File: src/sv/via_pkg.sv
// Shared types and constants for the versatile interface adapter.
// Depends on nothing. The divider and the top level import it.
`timescale 1ns / 1ps
`default_nettype none
package via_pkg;

  typedef enum logic [1:0] {
    CMD_READ  = 2'd0,
    CMD_WRITE = 2'd1,
    CMD_TICK  = 2'd2,
    CMD_CA1   = 2'd3
  } cmd_e;

  typedef enum logic [3:0] {
    REG_ORB       = 4'd0,
    REG_ORA       = 4'd1,
    REG_DIR_B     = 4'd2,
    REG_DIR_A     = 4'd3,
    REG_T1_LO     = 4'd4,
    REG_T1_HI     = 4'd5,
    REG_T1_LAT_LO = 4'd6,
    REG_T1_LAT_HI = 4'd7,
    REG_T2_LO     = 4'd8,
    REG_T2_HI     = 4'd9,
    REG_SR        = 4'd10,
    REG_ACR       = 4'd11,
    REG_PCR       = 4'd12,
    REG_IFR       = 4'd13,
    REG_IER       = 4'd14,
    REG_ORA_NH    = 4'd15
  } reg_e;

  // Flag bit positions within the 7 stored flag bits
  localparam int unsigned FlagCa1 = 1;
  localparam int unsigned FlagCb1 = 4;
  localparam int unsigned FlagT2  = 5;
  localparam int unsigned FlagT1  = 6;

  localparam int unsigned AcrFreeRun = 6;
  localparam int unsigned DivSteps   = 8;

  // Divider status toward the sequencer
  typedef struct packed {
    logic        done;
    logic [15:0] rem;
  } div_st_t;

endpackage
`default_nettype wire

File: src/sv/via_div.sv
// Iterative remainder unit: 8-bit dividend modulo a 16-bit divisor.
// One restoring step per cycle. Uses via_pkg.
`timescale 1ns / 1ps
`default_nettype none
module via_div
  import via_pkg::*;
(
  input  wire logic        clk_i,
  input  wire logic        rst_ni,
  input  wire logic        start_i,
  input  wire logic [7:0]  dividend_i,
  input  wire logic [15:0] divisor_i,
  output div_st_t          st_o
);

  logic        busy_q;
  logic [3:0]  cnt_q;
  logic [15:0] rem_q;
  logic [7:0]  dvd_q;
  logic [15:0] dsr_q;
  logic [16:0] shifted;

  // Shift in the next dividend bit
  assign shifted = {rem_q, dvd_q[7]};

  // Run one compare and subtract per cycle
  always_ff @(posedge clk_i or negedge rst_ni) begin
    if (!rst_ni) begin
      busy_q <= 1'b0;
      cnt_q  <= '0;
    end else if (start_i) begin
      busy_q <= 1'b1;
      cnt_q  <= 4'(DivSteps);
    end else if (busy_q) begin
      cnt_q <= cnt_q - 4'd1;
      if (cnt_q == 4'd1) begin
        busy_q <= 1'b0;
      end
    end
  end

  always_ff @(posedge clk_i) begin
    if (start_i) begin
      rem_q <= '0;
      dvd_q <= dividend_i;
      dsr_q <= divisor_i;
    end else if (busy_q) begin
      dvd_q <= {dvd_q[6:0], 1'b0};
      if (shifted >= {1'b0, dsr_q}) begin
        rem_q <= 16'(shifted - {1'b0, dsr_q});
      end else begin
        rem_q <= shifted[15:0];
      end
    end
  end

  assign st_o.done = !busy_q;
  assign st_o.rem  = rem_q;

endmodule
`default_nettype wire

File: src/sv/versatile_interface_adapter.sv
// Top level of the versatile interface adapter: register file, timers, flags.
// Depends on via_pkg and via_div.
//
//   channel | signals                                   | direction
//   in      | in_valid_i, in_stall_o, cmd_i .. ca1_level_i | into block
//   out     | out_valid_o, out_stall_i, read_data_o, irq_out_o | out of block
//
// Reads, writes, CA1 updates and ticks without a free-running reload are
// handled in the accepting cycle. A free-running reload of timer 1 passes
// the accepting cycle, 8 via_div steps and a write-back on out_free.
// Reset clears all state at once; no sweep follows.
// A result held by out_stall_i blocks the next transaction until taken.
`timescale 1ns / 1ps
`default_nettype none
module versatile_interface_adapter
  import via_pkg::*;
#(
  parameter int unsigned MAX_TICK_CYCLES = 255
) (
  input  wire logic       clk_i,
  input  wire logic       rst_ni,
  input  wire logic       in_valid_i,
  output logic            in_stall_o,
  input  wire logic [1:0] cmd_i,
  input  wire logic [3:0] reg_index_i,
  input  wire logic [7:0] write_data_i,
  input  wire logic [7:0] port_a_pins_i,
  input  wire logic [7:0] port_b_pins_i,
  input  wire logic [7:0] tick_cycles_i,
  input  wire logic       ca1_level_i,
  output logic            out_valid_o,
  input  wire logic       out_stall_i,
  output logic [7:0]      read_data_o,
  output logic            irq_out_o
);

  localparam logic [16:0] MaxTick = 17'(MAX_TICK_CYCLES);

  typedef enum logic {
    S_IDLE,
    S_DIV
  } state_e;

  state_e      state_q, state_d;
  logic [7:0]  pa_out_q, pa_out_d, pb_out_q, pb_out_d;
  logic [7:0]  dir_a_q, dir_a_d, dir_b_q, dir_b_d;
  logic [15:0] t1_cnt_q, t1_cnt_d, t1_lat_q, t1_lat_d, t2_cnt_q, t2_cnt_d;
  logic [7:0]  t2_lat_q, t2_lat_d, sr_q, sr_d, acr_q, acr_d, pcr_q, pcr_d;
  logic [6:0]  flags_q, flags_d, ien_q, ien_d;
  logic        t1_fired_q, t1_fired_d, ca1_q, ca1_d;
  logic        out_valid_q, out_valid_d;
  logic [7:0]  rd_q, rd_d;
  logic        irq_q, irq_d;

  logic        accept, out_free, div_start;
  logic [7:0]  cyc, porta, over;
  logic [15:0] period;
  div_st_t     div_st;

  assign out_free   = !out_valid_q || !out_stall_i;
  assign in_stall_o = (state_q != S_IDLE) || !out_free;
  assign accept     = in_valid_i && !in_stall_o;

  // Saturate the tick length
  assign cyc = ({9'd0, tick_cycles_i} > MaxTick) ? MaxTick[7:0] : tick_cycles_i;
  assign porta = (pa_out_q & dir_a_q) | (port_a_pins_i & ~dir_a_q);
  assign period = (t1_lat_q == 16'hffff) ? 16'd1 : 16'(t1_lat_q + 16'd1);
  assign over = cyc - t1_cnt_q[7:0];

  via_div u_div (
    .clk_i      (clk_i),
    .rst_ni     (rst_ni),
    .start_i    (div_start),
    .dividend_i (over),
    .divisor_i  (period),
    .st_o       (div_st)
  );

  // Next-state logic for the register file and sequencer
  always_comb begin
    state_d = state_q;
    pa_out_d = pa_out_q; pb_out_d = pb_out_q;
    dir_a_d = dir_a_q; dir_b_d = dir_b_q;
    t1_cnt_d = t1_cnt_q; t1_lat_d = t1_lat_q; t2_cnt_d = t2_cnt_q;
    t2_lat_d = t2_lat_q; sr_d = sr_q; acr_d = acr_q; pcr_d = pcr_q;
    flags_d = flags_q; ien_d = ien_q;
    t1_fired_d = t1_fired_q; ca1_d = ca1_q;
    out_valid_d = out_valid_q && out_stall_i;
    rd_d = rd_q;
    irq_d = irq_q;
    div_start = 1'b0;

    if (state_q == S_DIV) begin
      // Finish the reload once via_div is done and the result slot is free
      if (div_st.done && out_free) begin
        t1_cnt_d = 16'(period - div_st.rem);
        flags_d[FlagT1] = 1'b1;
        out_valid_d = 1'b1;
        rd_d = '0;
        irq_d = |(flags_d & ien_d);
        state_d = S_IDLE;
      end
    end else if (accept) begin
      out_valid_d = 1'b1;
      rd_d = '0;
      case (cmd_e'(cmd_i))
        CMD_READ: begin
          case (reg_e'(reg_index_i))
            REG_ORB: begin
              rd_d = (pb_out_q & dir_b_q) | (port_b_pins_i & ~dir_b_q);
              flags_d[FlagCb1] = 1'b0;
            end
            REG_ORA: begin
              rd_d = porta;
              flags_d[FlagCa1] = 1'b0;
            end
            REG_DIR_B: rd_d = dir_b_q;
            REG_DIR_A: rd_d = dir_a_q;
            REG_T1_LO: begin
              rd_d = t1_cnt_q[7:0];
              flags_d[FlagT1] = 1'b0;
            end
            REG_T1_HI: rd_d = t1_cnt_q[15:8];
            REG_T1_LAT_LO: rd_d = t1_lat_q[7:0];
            REG_T1_LAT_HI: rd_d = t1_lat_q[15:8];
            REG_T2_LO: begin
              rd_d = t2_cnt_q[7:0];
              flags_d[FlagT2] = 1'b0;
            end
            REG_T2_HI: rd_d = t2_cnt_q[15:8];
            REG_SR:   rd_d = sr_q;
            REG_ACR:  rd_d = acr_q;
            REG_PCR:  rd_d = pcr_q;
            REG_IFR:  rd_d = {|(flags_q & ien_q), flags_q};
            REG_IER:  rd_d = {1'b1, ien_q};
            default:  rd_d = porta;
          endcase
        end
        CMD_WRITE: begin
          case (reg_e'(reg_index_i))
            REG_ORB: begin
              pb_out_d = write_data_i;
              flags_d[FlagCb1] = 1'b0;
            end
            REG_ORA, REG_ORA_NH: begin
              pa_out_d = write_data_i;
              flags_d[FlagCa1] = 1'b0;
            end
            REG_DIR_B: dir_b_d = write_data_i;
            REG_DIR_A: dir_a_d = write_data_i;
            REG_T1_LO, REG_T1_LAT_LO: t1_lat_d = {t1_lat_q[15:8], write_data_i};
            REG_T1_HI: begin
              t1_lat_d = {write_data_i, t1_lat_q[7:0]};
              t1_cnt_d = {write_data_i, t1_lat_q[7:0]};
              t1_fired_d = 1'b0;
              flags_d[FlagT1] = 1'b0;
            end
            REG_T1_LAT_HI: begin
              t1_lat_d = {write_data_i, t1_lat_q[7:0]};
              flags_d[FlagT1] = 1'b0;
            end
            REG_T2_LO: t2_lat_d = write_data_i;
            REG_T2_HI: begin
              t2_cnt_d = {write_data_i, t2_lat_q};
              flags_d[FlagT2] = 1'b0;
            end
            REG_SR:  sr_d = write_data_i;
            REG_ACR: acr_d = write_data_i;
            REG_PCR: pcr_d = write_data_i;
            REG_IFR: flags_d = flags_q & ~write_data_i[6:0];
            default: begin
              if (write_data_i[7]) begin
                ien_d = ien_q | write_data_i[6:0];
              end else begin
                ien_d = ien_q & ~write_data_i[6:0];
              end
            end
          endcase
        end
        CMD_TICK: begin
          // Timer 2 counts on and flags on reaching zero
          if (t2_cnt_q <= {8'd0, cyc}) begin
            flags_d[FlagT2] = 1'b1;
          end
          t2_cnt_d = 16'(t2_cnt_q - {8'd0, cyc});
          if (t1_cnt_q <= {8'd0, cyc}) begin
            if (acr_q[AcrFreeRun]) begin
              // Fold the overshoot in the divider
              div_start = 1'b1;
              out_valid_d = 1'b0;
              state_d = S_DIV;
            end else begin
              t1_cnt_d = 16'(t1_cnt_q - {8'd0, cyc});
              if (!t1_fired_q) begin
                t1_fired_d = 1'b1;
                flags_d[FlagT1] = 1'b1;
              end
            end
          end else begin
            t1_cnt_d = 16'(t1_cnt_q - {8'd0, cyc});
          end
        end
        default: begin
          if (ca1_level_i != ca1_q) begin
            ca1_d = ca1_level_i;
            if (ca1_level_i == pcr_q[0]) begin
              flags_d[FlagCa1] = 1'b1;
            end
          end
        end
      endcase
      irq_d = |(flags_d & ien_d);
    end
  end

  // Hold the register file, control state and the result register
  always_ff @(posedge clk_i or negedge rst_ni) begin
    if (!rst_ni) begin
      state_q <= S_IDLE;
      pa_out_q <= '0; pb_out_q <= '0; dir_a_q <= '0; dir_b_q <= '0;
      t1_cnt_q <= '0; t1_lat_q <= '0; t2_cnt_q <= '0; t2_lat_q <= '0;
      sr_q <= '0; acr_q <= '0; pcr_q <= '0; flags_q <= '0; ien_q <= '0;
      t1_fired_q <= 1'b0; ca1_q <= 1'b0;
      out_valid_q <= 1'b0;
      rd_q <= '0;
      irq_q <= 1'b0;
    end else begin
      state_q <= state_d;
      pa_out_q <= pa_out_d; pb_out_q <= pb_out_d;
      dir_a_q <= dir_a_d; dir_b_q <= dir_b_d;
      t1_cnt_q <= t1_cnt_d; t1_lat_q <= t1_lat_d; t2_cnt_q <= t2_cnt_d;
      t2_lat_q <= t2_lat_d; sr_q <= sr_d; acr_q <= acr_d; pcr_q <= pcr_d;
      flags_q <= flags_d; ien_q <= ien_d;
      t1_fired_q <= t1_fired_d; ca1_q <= ca1_d;
      out_valid_q <= out_valid_d;
      rd_q <= rd_d;
      irq_q <= irq_d;
    end
  end

  assign out_valid_o = out_valid_q;
  assign read_data_o = rd_q;
  assign irq_out_o   = irq_q;

endmodule
`default_nettype wire

File: config.mk
export PLATFORM = sky130hd
export DESIGN_NAME = versatile_interface_adapter
export DESIGN_NICKNAME = d
export VERILOG_FILES = /design/src/sv/via_pkg.sv /design/src/sv/via_div.sv /design/src/sv/versatile_interface_adapter.sv
export SDC_FILE = /design/constraint.sdc
export NUM_CORES = 1
export LEC_CHECK = 0
export BUFFER_PORTS_ARGS = -buffer_cell sky130_fd_sc_hd__buf_2
export CORE_ASPECT_RATIO = 0.8
export CORE_MARGIN = 2
export CORE_UTILIZATION = 59
export CTS_CLUSTER_DIAMETER = 80
export DETAILED_ROUTE_END_ITERATION = 7
export GPL_ROUTABILITY_DRIVEN = 0
export PLACE_DENSITY = 0.86
export SLEW_MARGIN = 0
export SYNTH_ARGS = -nofsm -noshare
export SYNTH_HDL_FRONTEND = slang
export SYNTH_SLANG_ARGS = --single-unit
File: constraint.sdc
create_clock -name clk_i -period 6.39 [get_ports clk_i]
set_clock_uncertainty 0.05 [all_clocks]
set_input_delay 0.639 -clock clk_i [delete_from_list [all_inputs] [get_ports clk_i]]
set_output_delay 0.639 -clock clk_i [all_outputs]
set_load 0.1 [all_outputs]
# After elaboration in Yosys (flattened, before gate mapping)
# Index checks and enable logic that the tools add are counted.
# classes
addsub	7
magnitude_cmp	3
eq_ne	28
mux	83
bitwise	19
n_reduce_logical	40
# ops
op	count
$mux 16	9
$pmux 8 s14	1
$pmux 16 s2	3
$mux 8	6
$mux 1	42
$mux 7	6
$reduce_and 4->1	10
$and 7x7->7	5
$and 8x8->8	4
$eq 4x4->1 const B	8
$le 16x8->1	2
$sub 16x16->16	2
$sub 16x8->16	2
$reduce_or 7->1	3
$ge 17x16->1	1
$add 16x1->16 const B	1
$eq 16x16->1 const B	1
$eq 4x3->1 const B	4
$not 8->8	2
$or 8x8->8	2
$reduce_and 5->1	3
$reduce_or 15->1	1
$mux 2	6
$pmux 1 s2	6
29 further kinds	50
# totals
regBits	184
input_bits	43
output_inout_bits	11
word_cells	206

# Logic depth before layout (Yosys ltp)
# logic_depth
ltp_word	12
mapped_depth	18
mapped_depth_nobuf	16

# By module
# Synthesis repeated with hierarchy kept, for this count alone.
# unflattened
hier_cells	1340
area_unflattened_um2	12508.2
# modules_own_cells
mod	instances	cells_each	area_per_inst_um2
versatile_interface_adapter	1	1063	9793.1
via_div	1	277	2715.1

# Worst setup path after synthesis
# No wires, ideal clock.
# synth_path
kind	flip-flop to flip-flop
from	reg t1_lat_q[2]
to	reg t1_cnt_q[14]
setup_time_ps	126
arrival_time_ps	3474
required_time_ps	6214
setup_slack_ps	2740
stages_incl_launch_ff	19
n_path_buf	2
synth_period_minus_slack_ps	3650
cell_sequence	dfrtp_1 clkbuf_1 and4_1 nand4_1 nor2_1 and3_1 clkbuf_1 nor2b_1 ha_1 inv_1 fa_1 a211o_1 nand2_1 o21ai_0 o41ai_1 o21ai_0 xor2_1 a21oi_1 a21oi_1
# synth_between
elab_chain_len	5
word_cells_on_any_way	6
classes_between	2 x add/sub; 1 x eq/ne; 3 x mux
# synth_lines
item	line	source
start: declaration	versatile_interface_adapter.sv:47	logic [15:0] t1_cnt_q, t1_cnt_d, t1_lat_q, t1_lat_d, t2_cnt_q, t2_cnt_d;
start signal: assignment	versatile_interface_adapter.sv:231	t1_cnt_q <= t1_cnt_d; t1_lat_q <= t1_lat_d; t2_cnt_q <= t2_cnt_d;
$add 16x1->16 / $eq 16x16->1 (equally long branches)	versatile_interface_adapter.sv:67	assign period = (t1_lat_q == 16'hffff) ? 16'd1 : 16'(t1_lat_q + 16'd1);
$mux 16 (*)	versatile_interface_adapter.sv:67	
$sub 16x16->16 (*)	versatile_interface_adapter.sv:96	t1_cnt_d = 16'(period - div_st.rem);
$mux 16 (*)	versatile_interface_adapter.sv:95	if (div_st.done && out_free) begin
$mux 16 (*)	versatile_interface_adapter.sv:93	if (state_q == S_DIV) begin
end signal: assignment	versatile_interface_adapter.sv:231	
end: declaration	versatile_interface_adapter.sv:47	
# Every way passes the cells marked *; elsewhere a longest branch is shown, timed or not. The select of a mux whose other input is x is not followed.
# A chain may end at the register's enable or synchronous reset.

# Final worst setup path
# layout_path
from	reg t1_lat_q[0]
to	reg t1_cnt_q[14]
# The elaborated chain is that of the path after synthesis.

==> metrics.txt <==
outcome=finished with violations; violated checks=DRC; FMAX=242 MHz; placed cell areas=12400 sq um; Worst EP required=6660 ps; Pre-antenna DRT Iters=8; Slowest cell on crit path=o41ai_1; hpwl dp=26200 microns; setup_tns=0 ps; top post-synthesis cells by area=dfrtp_1, mux2_2, edfxtp_1, ha_1, nand2_1; CP arrival=4400 ps; Syn Inst Count=1335; first-pass GRT wire length=57500 microns; Core Area=19900 sq um; max incr delay on CP=490 ps; Nets=1453; P&R area growth vs syn=8.00%; Post-Layout Cell Count=1625; hold buffers post-CTS=0; Synth Cell Area=12100 sq um; slew of the pin with the lowest slew margin=1360 ps; largest vdd supply drop=0.199 mV; CTS tree=done; n_diodes=0; RSZ-0062 raised after global routing=false; Clock Latency Late Sink=450 ps; Final ANT Viol Nets=0; Synthesized Nets=1440; max_cap viols=0; DRC violations left=65; leakage=5.87 nW; # resized after CTS=0; normalized max-slew margin=8.73%; critical path type=flop to flop; reg2reg path depth=16; Yosys reg bits=184; Total GRT Usage=34.3%; Final period util=64.6%; Power Dens Cells=344 nW/um^2; initial core utilization=60.6%; final setup violation count=0; crit end category=flop; CTS Buf Count=17; die area=21600 sq um; total wire length=36800 microns; maximum buffer depth of the clock tree=2; GR Overflow Total=0; crit path cell chain=ha_1 -> nand4_1 -> nor2_1 -> and3_1 -> nor2b_1 -> ha_1 -> inv_1 -> fa_1 -> a211o_1 -> nand2_1 -> o21ai_0 -> o41ai_1 -> o21ai_0 -> xor2_1 -> a21oi_1 -> a21oi_1; Crit Reg-Reg Startpoint=t1_lat_q[0]$_DFFE_PN0P_; CTS root buffer=clkbuf_16; # IOs=54; post-synth cell types=83; EDFF count, synth=24; CTS clk-pin slew, worst paths=80 ps; drt wl/cell=22.7 microns; DR iter-0 viols=1916; Final Hold Vio Count=0; ys async rst share=78.3%; setup bufs post-CTS=0; Yosys Warn Count=0; CP Buf/Inv Count=1; Yosys top cell area share=29.9%; count leader, synth=dfrtp_1; port bufs=53; Synth area leader=dfrtp_1; Main synth FF type=dfrtp_1; die width=164 microns; routed vias/inst=6.80; post-route minimum period=4130 ps; Min Hold Slack=172 ps; dpl cells=1593; register area=4640 sq um; CP Max Fanout=7; commonest cells in the netlist=dfrtp_1, nand2_1, o21ai_0; final instance area=13000 sq um; CP delay by family, top=compound AO/OA/AOI/OAI gates; post-synthesis average cell area=9.04 sq um; Seq/Total Area, Yosys=38.5%; H-tree depth=4; Hold WC Path Type=primary input to asynchronous set/reset pin; Worst R2R End=t1_cnt_q[14]$_DFFE_PN0P_; initial antenna violation count=0; area of the multi-input gates=6850 sq um; Final Slew Violations=0; Fillers=1581; layout cells sized above 1=14.7%; Vias=11100; largest net degree at the start of global routing=85; CP Launch Type=flop; number of global-route vias before repair=10500; R2R Setup Slk=2260 ps; row cnt=46; clk sink count=184; Die Ht=132 microns
-- how the worst max path moves through the flow --
stage / startpoint / end / cells past startpoint
after floorplan: t1_lat_q[2]$_DFFE_PN0P_ / t1_cnt_q[14]$_DFFE_PN0P_ / 18
after global placement: tick_cycles_i[4] / u_div.dvd_q[2]$_DFFE_PP_ / 9
after detailed placement: tick_cycles_i[4] / u_div.dvd_q[4]$_DFFE_PP_ / 9
after CTS: t1_lat_q[2]$_DFFE_PN0P_ / t1_cnt_q[14]$_DFFE_PN0P_ / 16
after global routing: t1_lat_q[0]$_DFFE_PN0P_ / t1_cnt_q[14]$_DFFE_PN0P_ / 16
final: t1_lat_q[0]$_DFFE_PN0P_ / t1_cnt_q[14]$_DFFE_PN0P_ / 16
-- cell families (layout without fill, tap and decap cells) --
logic type	count (synthesis)	count (layout)	share of synthesized area, %
xor gates and xnor gates	57	57	4.14
and+or+nand+nor	409	409	16.4
adders and majority gates	62	62	6.74
muxes	114	114	10.4
AOI/OAI and AO/OA	364	364	19.2
buffers and inverters	145	171	4.70
DFF	184	184	38.5
-- layout make-up --
cell class                      instances  area share, %
Clock buffer                           18           3.29
Clock inverter                         14           1.17
Inverter                               80           2.31
Multi-Input combinational cell       1006           52.6
Sequential cell                       184           35.7
Tap cell                              264           2.54
Timing Repair Buffer                   59           2.43
-- state kept, by name, summed over array words and instances, names as in the netlist --
| register | count |
|---|---|
| dir_a_q | 8 |
| pa_out_q | 8 |
| u_div.rem_q | 16 |
| t1_fired_q | 1 |
| read_data_o | 8 |
| t2_cnt_q | 16 |
| u_div.cnt_q | 4 |
| ien_q | 7 |
| out_valid_o | 1 |
| t1_lat_q | 16 |
| u_div.dsr_q | 16 |
| u_div.busy_q | 1 |
| sr_q | 8 |
| state_q | 1 |
| acr_q | 8 |
| irq_out_o | 1 |
| t1_cnt_q | 16 |
| t2_lat_q | 8 |
| u_div.dvd_q | 8 |
| ca1_q | 1 |
| dir_b_q | 8 |
| pcr_q | 8 |
| pb_out_q | 8 |
| flags_q | 7 |
-- stage by stage --
| stage | total power, mW | setup WS [ps] | util [%] |
|---|---|---|---|
| floorplan | 2.86 | 2740 | - |
| global placement | 3.28 | 2470 | 62.5 |
| CTS | 4.41 | 2360 | 65.4 |
| global route | 4.69 | 2050 | 65.4 |
| detailed placement | 3.34 | 2350 | 62.5 |
| finish | 4.48 | 2260 | 65.4 |
-- placed cells by master (no fill, tap or decap), drive strengths merged, types with 13 or more instances in the layout --
cell type  instances
nor3              22
a21o              14
a221oi            13
a31oi             19
mux2              87
or3               15
clkbuf            18
a21oi             95
nand3             29
nor2             100
nand2            144
nand4             17
mux2i             27
nor2b             19
buf               59
dfrtp            144
dfxtp             16
xnor2             35
ha                57
a211oi            18
inv               89
o21ai            109
nand2b            19
edfxtp            24
xor2              22
-- metal layers --
layer	share of wire [%]	GRT usage [%]
met2	41	48.9
met4	5.1	13.8
met3	14	12.0
met5	0.092	0
met1	40	47.7
-- power breakdown --
part           total [mW]  switching [mW]  leakage (nW)  internal [mW]
clock network        1.07           0.543         0.285          0.525
registers            1.66           0.266          2.22           1.39
logic                1.75            1.05          3.37          0.703
total                4.48            1.86          5.87           2.62
No activity file was read; power rests on OpenSTA's default activity.
